File: src/design/pba_pkg.sv
`default_nettype none
package pba_pkg;
    localparam int MaxPools = 4;
    localparam int IdxW = 2;
    localparam int CntW = 3;
    localparam logic [31:0] HeaderBytes = 32'd24;
    localparam logic [31:0] MinPoolBytes = 32'h34;
    localparam logic [31:0] BestInit = 32'h7fffffff;
    localparam logic [15:0] SetupMode = 16'h0ff8;

    localparam logic [2:0] KIND_ADD = 3'd0;
    localparam logic [2:0] KIND_FINISH = 3'd1;
    localparam logic [2:0] KIND_ALLOC = 3'd2;
    localparam logic [2:0] KIND_BIG_LO = 3'd3;
    localparam logic [2:0] KIND_BIG_HI = 3'd4;
    localparam logic [2:0] KIND_FREE_LO = 3'd5;
    localparam logic [2:0] KIND_FREE_HI = 3'd6;

    localparam logic [1:0] ST_OK = 2'd0;
    localparam logic [1:0] ST_OOM = 2'd1;
    localparam logic [1:0] ST_NOPOOL = 2'd2;
    localparam logic [1:0] ST_SMALL = 2'd3;

    typedef enum logic [1:0] {
        SCAN_FIT = 2'd0,
        SCAN_BIG = 2'd1,
        SCAN_SECOND = 2'd2
    } scan_mode_t;

    typedef struct packed {
        logic load;
        logic scan_start;
        logic scan_step;
        scan_mode_t mode;
        logic execute;
    } cmd_t;

    typedef struct packed {
        logic scan_last;
        logic [2:0] kind;
    } stat_t;
endpackage
`default_nettype wire

File: src/design/pba_ctrl.sv
`default_nettype none
module pba_ctrl (
    input wire logic clk,
    input wire logic rst_n,
    input wire logic in_valid,
    output logic in_ready,
    output logic out_valid,
    input wire logic out_ready,
    input wire pba_pkg::stat_t stat,
    output pba_pkg::cmd_t cmd
);
    typedef enum logic [5:0] {
        S_IDLE = 6'b000001,
        S_SCAN1 = 6'b000010,
        S_SCAN2 = 6'b000100,
        S_EXEC = 6'b001000,
        S_OUT = 6'b010000,
        S_SCANF = 6'b100000
    } state_t;

    state_t state_reg, state_next;

    always_ff @(posedge clk or negedge rst_n)
    begin
        if (!rst_n)
        begin
            state_reg <= S_IDLE;
        end
        else
        begin
            state_reg <= state_next;
        end
    end

    always_comb
    begin
        state_next = state_reg;
        cmd = '0;
        cmd.mode = pba_pkg::SCAN_FIT;
        in_ready = 1'b0;
        out_valid = 1'b0;
        case (state_reg)
            S_IDLE:
            begin
                in_ready = 1'b1;
                if (in_valid)
                begin
                    cmd.load = 1'b1;
                    if (stat.kind == pba_pkg::KIND_FINISH)
                    begin
                        state_next = S_SCAN1;
                    end
                    else if (stat.kind == pba_pkg::KIND_ALLOC)
                    begin
                        state_next = S_SCANF;
                    end
                    else
                    begin
                        state_next = S_EXEC;
                    end
                end
            end
            S_SCANF:
            begin
                cmd.mode = pba_pkg::SCAN_FIT;
                cmd.scan_step = 1'b1;
                if (stat.scan_last)
                begin
                    state_next = S_EXEC;
                end
            end
            S_SCAN1:
            begin
                cmd.mode = pba_pkg::SCAN_BIG;
                cmd.scan_step = 1'b1;
                if (stat.scan_last)
                begin
                    cmd.scan_start = 1'b1;
                    state_next = S_SCAN2;
                end
            end
            S_SCAN2:
            begin
                cmd.mode = pba_pkg::SCAN_SECOND;
                cmd.scan_step = 1'b1;
                if (stat.scan_last)
                begin
                    state_next = S_EXEC;
                end
            end
            S_EXEC:
            begin
                cmd.execute = 1'b1;
                state_next = S_OUT;
            end
            S_OUT:
            begin
                out_valid = 1'b1;
                if (out_ready)
                begin
                    state_next = S_IDLE;
                end
            end
            default:
            begin
                state_next = S_IDLE;
            end
        endcase
    end
endmodule
`default_nettype wire

File: src/design/pba_dp.sv
`default_nettype none
module pba_dp (
    input wire logic clk,
    input wire logic rst_n,
    input wire logic [2:0] kind,
    input wire logic [31:0] base_address,
    input wire logic [30:0] amount,
    input wire logic [15:0] mask,
    input wire pba_pkg::cmd_t cmd,
    output pba_pkg::stat_t stat,
    output logic [31:0] address,
    output logic [1:0] status
);
    localparam int N = pba_pkg::MaxPools;

    logic [31:0] r_end_reg [N];
    logic [31:0] r_free_reg [N];
    logic [31:0] r_size_reg [N];
    logic [15:0] r_mode_reg [N];
    logic [N-1:0] r_tag_reg;
    logic [pba_pkg::CntW-1:0] count_reg;
    logic [31:0] big_end_reg, big_free_reg, sec_end_reg, sec_free_reg;
    logic [15:0] sec_mode_reg;

    logic [2:0] kind_reg;
    logic [31:0] base_reg, req_reg, size_reg;
    logic [15:0] mask_reg;

    logic [pba_pkg::CntW-1:0] ptr_reg;
    logic [31:0] best_reg;
    logic b_found_reg, s_found_reg, p_found_reg;
    logic [pba_pkg::IdxW-1:0] b_idx_reg, s_idx_reg, p_idx_reg;

    logic [31:0] addr_reg;
    logic [1:0] status_reg;

    logic [pba_pkg::IdxW-1:0] cur;
    logic cur_valid;
    logic [31:0] left;
    logic setup_ok, fit_ok, big_take;

    assign cur = ptr_reg[pba_pkg::IdxW-1:0] - 1'b1;
    assign cur_valid = (ptr_reg != '0);
    assign left = r_free_reg[cur] - req_reg;
    assign setup_ok = cur_valid && !r_tag_reg[cur]
        && ((r_mode_reg[cur] & pba_pkg::SetupMode) == pba_pkg::SetupMode)
        && !(cmd.mode == pba_pkg::SCAN_SECOND && b_found_reg && b_idx_reg == cur)
        && (r_size_reg[cur] > best_reg);
    assign fit_ok = cur_valid && !r_tag_reg[cur]
        && ((r_mode_reg[cur] & mask_reg) == mask_reg)
        && (r_free_reg[cur] >= req_reg) && (left < best_reg);
    assign stat.scan_last = (ptr_reg <= {{(pba_pkg::CntW-1){1'b0}}, 1'b1});
    assign stat.kind = kind;
    assign address = addr_reg;
    assign status = status_reg;
    assign big_take = (req_reg <= big_free_reg);

    always_ff @(posedge clk)
    begin
        if (cmd.load)
        begin
            kind_reg <= kind;
            base_reg <= base_address;
            req_reg <= {1'b0, amount} + {31'd0, amount[0]};
            size_reg <= {1'b0, amount[30:1], 1'b0};
            mask_reg <= mask;
            ptr_reg <= count_reg;
            best_reg <= (kind == pba_pkg::KIND_ALLOC) ? pba_pkg::BestInit : 32'd0;
            b_found_reg <= 1'b0;
            s_found_reg <= 1'b0;
            p_found_reg <= 1'b0;
        end
        else if (cmd.scan_start)
        begin
            ptr_reg <= count_reg;
            best_reg <= 32'd0;
            if (setup_ok)
            begin
                b_found_reg <= 1'b1;
                b_idx_reg <= cur;
            end
        end
        else if (cmd.scan_step)
        begin
            ptr_reg <= ptr_reg - 1'b1;
            case (cmd.mode)
                pba_pkg::SCAN_FIT:
                begin
                    if (fit_ok)
                    begin
                        best_reg <= left;
                        p_found_reg <= 1'b1;
                        p_idx_reg <= cur;
                    end
                end
                pba_pkg::SCAN_BIG:
                begin
                    if (setup_ok)
                    begin
                        best_reg <= r_size_reg[cur];
                        b_found_reg <= 1'b1;
                        b_idx_reg <= cur;
                    end
                end
                pba_pkg::SCAN_SECOND:
                begin
                    if (setup_ok)
                    begin
                        best_reg <= r_size_reg[cur];
                        s_found_reg <= 1'b1;
                        s_idx_reg <= cur;
                    end
                end
                default:
                begin
                end
            endcase
        end
    end

    always_ff @(posedge clk or negedge rst_n)
    begin
        if (!rst_n)
        begin
            for (int i = 0; i < N; i++)
            begin
                r_end_reg[i] <= '0;
                r_free_reg[i] <= '0;
                r_size_reg[i] <= '0;
                r_mode_reg[i] <= '0;
            end
            r_tag_reg <= '0;
            count_reg <= '0;
            big_end_reg <= '0;
            big_free_reg <= '0;
            sec_end_reg <= '0;
            sec_free_reg <= '0;
            sec_mode_reg <= '0;
            addr_reg <= '0;
            status_reg <= pba_pkg::ST_OK;
        end
        else if (cmd.execute)
        begin
            addr_reg <= '0;
            status_reg <= pba_pkg::ST_OK;
            case (kind_reg)
                pba_pkg::KIND_ADD:
                begin
                    if (size_reg < pba_pkg::MinPoolBytes
                        || count_reg >= pba_pkg::CntW'(N))
                    begin
                        status_reg <= pba_pkg::ST_SMALL;
                    end
                    else
                    begin
                        r_end_reg[count_reg[pba_pkg::IdxW-1:0]] <= base_reg + size_reg;
                        r_size_reg[count_reg[pba_pkg::IdxW-1:0]] <=
                            size_reg - pba_pkg::HeaderBytes;
                        r_free_reg[count_reg[pba_pkg::IdxW-1:0]] <=
                            size_reg - pba_pkg::HeaderBytes;
                        r_mode_reg[count_reg[pba_pkg::IdxW-1:0]] <= mask_reg;
                        r_tag_reg[count_reg[pba_pkg::IdxW-1:0]] <= 1'b0;
                        count_reg <= count_reg + 1'b1;
                    end
                end
                pba_pkg::KIND_FINISH:
                begin
                    if (!b_found_reg)
                    begin
                        status_reg <= pba_pkg::ST_NOPOOL;
                    end
                    else
                    begin
                        r_tag_reg[b_idx_reg] <= 1'b1;
                        big_end_reg <= r_end_reg[b_idx_reg];
                        big_free_reg <= r_size_reg[b_idx_reg];
                        if (s_found_reg)
                        begin
                            r_tag_reg[s_idx_reg] <= 1'b1;
                            sec_mode_reg <= r_mode_reg[s_idx_reg];
                            sec_end_reg <= r_end_reg[s_idx_reg] + r_size_reg[s_idx_reg]
                                - r_free_reg[s_idx_reg];
                            sec_free_reg <= r_size_reg[s_idx_reg];
                        end
                    end
                end
                pba_pkg::KIND_ALLOC, pba_pkg::KIND_BIG_LO, pba_pkg::KIND_BIG_HI:
                begin
                    if (kind_reg == pba_pkg::KIND_ALLOC && p_found_reg)
                    begin
                        r_free_reg[p_idx_reg] <= r_free_reg[p_idx_reg] - req_reg;
                        r_end_reg[p_idx_reg] <= r_end_reg[p_idx_reg] - req_reg;
                        addr_reg <= r_end_reg[p_idx_reg] - req_reg;
                    end
                    else if (kind_reg == pba_pkg::KIND_ALLOC
                        && (sec_mode_reg & mask_reg) == mask_reg
                        && req_reg <= sec_free_reg)
                    begin
                        sec_free_reg <= sec_free_reg - req_reg;
                        sec_end_reg <= sec_end_reg - req_reg;
                        addr_reg <= sec_end_reg - req_reg;
                    end
                    else if (!big_take)
                    begin
                        status_reg <= pba_pkg::ST_OOM;
                    end
                    else
                    begin
                        if (kind_reg == pba_pkg::KIND_BIG_HI)
                        begin
                            addr_reg <= big_end_reg - big_free_reg;
                        end
                        else
                        begin
                            big_end_reg <= big_end_reg - req_reg;
                            addr_reg <= big_end_reg - req_reg;
                        end
                        big_free_reg <= big_free_reg - req_reg;
                    end
                end
                pba_pkg::KIND_FREE_LO:
                begin
                    big_free_reg <= big_free_reg + req_reg;
                    big_end_reg <= big_end_reg + req_reg;
                end
                pba_pkg::KIND_FREE_HI:
                begin
                    big_free_reg <= big_free_reg + req_reg;
                end
                default:
                begin
                end
            endcase
        end
    end
endmodule
`default_nettype wire

File: src/design/pool_bump_allocator_top.sv
// Pool allocator over four regions that serves one request at a time. Add, free and big-pool
// requests pass from acceptance through an execute state to a result state, and the block
// takes no new request until the result is taken; pool allocation first runs one pool scan and
// finish setup two, one entry per cycle, and each scan runs even when no pool exists.
`default_nettype none
module pool_bump_allocator_top (
    input wire logic clk,
    input wire logic rst_n,
    input wire logic in_valid,
    output logic in_ready,
    input wire logic [2:0] kind,
    input wire logic [31:0] base_address,
    input wire logic [30:0] amount,
    input wire logic [15:0] mask,
    output logic out_valid,
    input wire logic out_ready,
    output logic [31:0] address,
    output logic [1:0] status
);
    pba_pkg::cmd_t cmd;
    pba_pkg::stat_t stat;

    pba_ctrl u_ctrl (
        .clk(clk), .rst_n(rst_n), .in_valid(in_valid), .in_ready(in_ready),
        .out_valid(out_valid), .out_ready(out_ready), .stat(stat), .cmd(cmd)
    );

    pba_dp u_dp (
        .clk(clk), .rst_n(rst_n), .kind(kind), .base_address(base_address),
        .amount(amount), .mask(mask), .cmd(cmd), .stat(stat),
        .address(address), .status(status)
    );

    assert property (@(posedge clk) disable iff (!rst_n) !(in_ready && out_valid))
        else $error("ready while result pending");
    assert property (@(posedge clk) disable iff (!rst_n)
        (out_valid && !out_ready) |=> out_valid && $stable(address))
        else $error("result changed while stalled");
    assert property (@(posedge clk) disable iff (!rst_n)
        (in_valid && in_ready) |=> !out_valid)
        else $error("result too early");
endmodule
`default_nettype wire
File: config.mk
export PLATFORM = sky130hd
export DESIGN_NAME = pool_bump_allocator_top
export DESIGN_NICKNAME = d
export VERILOG_FILES = /design/src/design/pba_pkg.sv /design/src/design/pba_ctrl.sv /design/src/design/pba_dp.sv /design/src/design/pool_bump_allocator_top.sv
export SDC_FILE = /design/constraint.sdc
export NUM_CORES = 2
export LEC_CHECK = 0
export BUFFER_PORTS_ARGS = -buffer_cell sky130_fd_sc_hd__buf_4
export CAP_MARGIN = 20
export CORE_UTILIZATION = 50
export DETAILED_ROUTE_END_ITERATION = 12
export PLACE_DENSITY_LB_ADDON = 0.15
export SYNTH_ARGS = -nofsm -noshare
export SYNTH_HDL_FRONTEND = slang
export SYNTH_HIERARCHICAL = 1
export SYNTH_SLANG_ARGS = --single-unit
File: constraint.sdc
create_clock -name clk -period 22.1 [get_ports clk]
set_clock_uncertainty 0.1 [all_clocks]
set_input_delay 3.315 -clock clk [delete_from_list [all_inputs] [get_ports clk]]
set_output_delay 3.315 -clock clk [all_outputs]
set_load 0.005 [all_outputs]
==> results_tabular.tex <==
\begin{tabular}{lr}
\hline
Metric & Value \\
\hline
\multicolumn{2}{l}{\textbf{Run status}} \\
\quad Run status & completed \\
\multicolumn{2}{l}{\textbf{Clock tree}} \\
\quad Clock tree from TritonCTS & built \\
\quad Post-cts resize count & 0 \\
\quad Total number of H-tree levels & 3 \\
\quad Maximum count of clock buffers along a single path & 3 \\
\quad Skew-Pair Late Insertion Delay & 0.74 ns \\
\quad Clk pin slew, worst setup/hold paths & 0.06 ns \\
\quad \# clock sinks & 790 \\
\quad TritonCTS Buffers & 95 \\
\quad Clock root buffer & clkbuf\_16 \\
\quad Post-CTS Setup Inserts & 0 \\
\quad Hold buffer count at CTS & 0 \\
\multicolumn{2}{l}{\textbf{Route}} \\
\quad Routed vias & 56,700 \\
\quad DR DRC count & 0 \\
\quad Post-detailed-route wirelength per cell & 31.2 µm \\
\quad Drt pass-1 iters & 8 \\
\quad Iteration-0 DRC count of the detailed router & 7,162 \\
\quad Total met2 wirelength after detailed routing & 109,000 µm \\
\quad Routed wire length on met3 & 31,900 µm \\
\quad Aggregate routed wire length & 256,000 µm \\
\quad Number of nets still failing antenna checks after routing & 0 \\
\quad Met1 Wirelength & 100,000 µm \\
\quad Top routing layer in use & met5 \\
\quad Detailed-route vias per instance & 6.91 \\
\multicolumn{2}{l}{\textbf{Synth}} \\
\quad Post-synthesis area per instance & 9.47 µm² \\
\quad Instance count of the mapped netlist & 6,552 \\
\quad Synth Net Count & 7,121 \\
\quad Number of distinct library cell variants in the gate-level netlist after synthesis & 116 \\
\quad Number of synthesized flops with an enable pin & 153 \\
\quad Sequential element share of the synthesized area & 33.1\% \\
\quad Total standard cell area after synthesis & 62,100 µm² \\
\quad Most common flop cell mapped by yosys & dfrtp\_1 \\
\quad Number of warnings issued by yosys & 6 \\
\quad Number of register bits inferred by synthesis & 790 \\
\quad Post-synth ARST share & 80.3\% \\
\multicolumn{2}{l}{\textbf{Setup path}} \\
\quad Cell with the largest stage delay on the worst path & ha\_4 \\
\quad Kind of end point of the critical path & flip-flop \\
\quad Required time of the worst setup path & 22.36 ns \\
\quad Worst path arrival time & 7.52 ns \\
\quad Worst path max stage delay & 0.64 ns \\
\quad Critical Path, Cell by Cell & inv\_1, ha\_4, mux4\_2, ha\_1, o21a\_1, o211ai\_1, a31oi\_1, a311oi\_1, o21ai\_1, a31oi\_1, o21bai\_1, a221o\_1, xor2\_1, ha\_1, a21oi\_1, nor2b\_1, o21ai\_0, o2111ai\_1, nor4\_1, nor4b\_1, o211a\_1, a21oi\_1, o21ai\_2, buf\_4 \\
\quad Sort of element at the start of the critical path & flip-flop \\
\quad Worst setup slack for register-to-register paths & 14.84 ns \\
\quad WS Path Type & flip-flop to flip-flop \\
\quad Maximum fanout along the worst path & 32 \\
\multicolumn{2}{l}{\textbf{Power and ir drop}} \\
\quad Power density over cell area & 138 nW/µm² \\
\quad Max VDD drop & 0.105 mV \\
\quad Total leakage power & 29.8 nW \\
\quad Final Total Pwr & 9.40 mW \\
\multicolumn{2}{l}{\textbf{Die}} \\
\quad Die Span X & 354 µm \\
\quad \# IOs & 122 \\
\quad Row Count & 128 \\
\quad Placeable core region & 123,000 µm² \\
\quad Height of the chip & 354 µm \\
\quad Die area & 126,000 µm² \\
\quad Initial standard-cell utilization of the core & 50.7\% \\
\multicolumn{2}{l}{\textbf{Global routing}} \\
\quad Global-route total usage across every layer & 40.1\% \\
\quad Antenna violations before repair & 11 \\
\quad Total grt overflow & 0 \\
\quad Pin count of the biggest net entering global routing & 181 \\
\quad Number of global-route vias before repair & 53,200 \\
\quad Wire length of the first global-routing pass & 369,000 µm \\
\multicolumn{2}{l}{\textbf{STA}} \\
\quad Final min period & 7.26 ns \\
\quad Final hold violation count & 0 \\
\quad Upper clock frequency limit & 138 MHz \\
\quad Final Slew Violations & 0 \\
\quad Final cycle utilization of the critical path & 32.9\% \\
\quad Transition time at the pin with the least slew margin & 1.22 ns \\
\quad Total Negative Setup Slacks & 0 ns \\
\quad Setup Viol. Count Final & 0 \\
\quad Worst slew margin & 18.5\% \\
\quad Unrepaired setup endpoints after global routing & false \\
\multicolumn{2}{l}{\textbf{Finish}} \\
\quad Synth-to-Final Area Change & 9.40\% \\
\quad Finished layout cell area & 67,900 µm² \\
\quad Fraction of layout instances using a drive strength above 1 & 12.6\% \\
\quad Final net count & 7,065 \\
\multicolumn{2}{l}{\textbf{Job}} \\
\quad Reported max-cap violation count & 0 \\
\multicolumn{2}{l}{\textbf{Placed design}} \\
\quad Count of input and output buffers & 121 \\
\quad Detailed Place HPWL & 188,000 µm \\
\quad Post-detailed-placement cell area & 64,600 µm² \\
\quad Routability congestion estimate & 1.01 \\
\multicolumn{2}{l}{\textbf{Worst hold path}} \\
\quad Min-Delay Path Class & flip-flop to flip-flop \\
\hline
\end{tabular}
## through the flow
stage / instances / hold slack, ns / utilization (%) / setup WS, ns
after CTS: 8203 / 0.380 / 55.4 / 14.83
after global placement: 8022 / 0.360 / 52.7 / 14.92
after detailed placement: 8024 / 0.366 / 52.7 / 14.89
after global routing: 8203 / 0.403 / 55.4 / 14.44
final: 8206 / 0.383 / 55.4 / 14.84
after floorplan: 6552 / 0.341 / - / 10.97
## path summary, 6_finish.rpt
path,from,endpoint,depth (start not counted)
setup reg to reg,u_dp/ptr_reg[0],u_dp/best_reg[19],24
min in group asynchronous,rst_n,u_dp/big_end_reg[29],1
max in group asynchronous,rst_n,u_dp/r_size_reg[6],4
hold reg to reg,u_dp/sec_end_reg[7],u_dp/sec_end_reg[7],2
hold / removal,u_dp/sec_end_reg[7],u_dp/sec_end_reg[7],2
setup / recovery,u_dp/ptr_reg[0],u_dp/best_reg[19],24
## synthesized netlist by cell type, drive strengths merged, types with 26 or more instances
| master | instances | area (µm²) |
|---|---|---|
| mux4 | 317 | 7140 |
| o211ai | 43 | 328 |
| o221ai | 44 | 392 |
| o21ai | 624 | 3140 |
| ha | 448 | 5610 |
| a211oi | 36 | 288 |
| nor2b | 53 | 332 |
| nor2 | 448 | 1690 |
| buf | 132 | 641 |
| a31oi | 61 | 388 |
| o31ai | 26 | 205 |
| mux2i | 36 | 360 |
| nand2 | 718 | 2700 |
| fa | 35 | 701 |
| a22oi | 148 | 1120 |
| or3 | 33 | 211 |
| xnor2 | 216 | 1900 |
| nand2b | 81 | 507 |
| nor4 | 26 | 196 |
| a22o | 75 | 657 |
| o21a | 48 | 368 |
| o21bai | 54 | 405 |
| nand4 | 47 | 294 |
| inv | 275 | 1030 |
| nand3 | 92 | 460 |
| a221o | 56 | 561 |
| nor3 | 88 | 450 |
| a21oi | 494 | 2490 |
| and3 | 49 | 308 |
| a21o | 178 | 1340 |
| and2 | 30 | 188 |
| a221oi | 33 | 295 |
| edfxtp | 153 | 4590 |
| dfrtp | 633 | 15800 |
| xor2 | 108 | 946 |
| o22ai | 95 | 594 |
| clkbuf | 257 | 965 |
## final cells by class
cell class / instances / area [µm²]
antenna: 3 / 7.51
clock buffer: 129 / 2680
clock inverter: 50 / 666
fill: 10900 / 54600
inverter: 276 / 1040
multi-input combinational: 5097 / 39100
sequential: 790 / 20500
tap: 1625 / 2030
timing repair buffer: 236 / 1850
## critical path, delay by kind of cell (launching register included)
kind	cells	cell delay [ns]
AND/OR/NAND/NOR	3	0.58
buffers and inverters	2	0.57
adder cells (fa/ha/maj)	3	1.28
AO/OA/AOI/OAI	14	3.23
flip-flops	1	0.40
XOR/XNOR	1	0.22
multiplexers	1	0.42
## power breakdown
part / internal, mW / switching (mW) / total, mW
Clock: 0.997 / 0.704 / 1.70
Combinational: 2.02 / 3.44 / 5.46
Sequential: 1.84 / 0.393 / 2.23
Total: 4.86 / 4.54 / 9.40
## layer usage
metal / GRT usage (%) / vias to the layer above
met4: 20.4 / 4
met1: 54.3 / 28000
met5: 0 / -
li1: - / 24400
met3: 11.9 / 672
met2: 58.4 / 3575
## cells in the final DEF, fill, tap and decap left out, drive strengths merged, types with 23 or more instances in the layout
cell      n
edfxtp  153
nor2b    53
and2     30
mux2i    36
nor2    448
nand2   718
nand4    47
o221ai   44
a31oi    61
inv     283
a22o     75
o21ai   624
a21oi   494
nand3    92
ha      448
a21o    178
o21bai   54
a221o    56
mux4    317
dfrtp   633
o211ai   43
xnor2   216
o21a     48
fa       35
clkbuf  129
nand2b   81
xor2    108
nor4     26
o31ai    26
a211oi   36
mux2     23
buf     236
o22ai    95
a221oi   33
or3      33
nor3     88
a22oi   148
clkinv   25
and3     49
## cells by family (layout without fill, tap and decap cells)
group / count (synthesis) / in the layout / synth area share, %
other cells: 0 / 3 / 0
xor+xnor: 324 / 324 / 4.58
simple gates: 1734 / 1734 / 12.7
mux: 376 / 376 / 12.5
flops: 790 / 790 / 33.1
compound gates: 2180 / 2180 / 22.7
buf+inv: 665 / 691 / 4.25
fa+ha+maj: 483 / 483 / 10.2
Note: power is estimated with default switching activity, not from simulation.
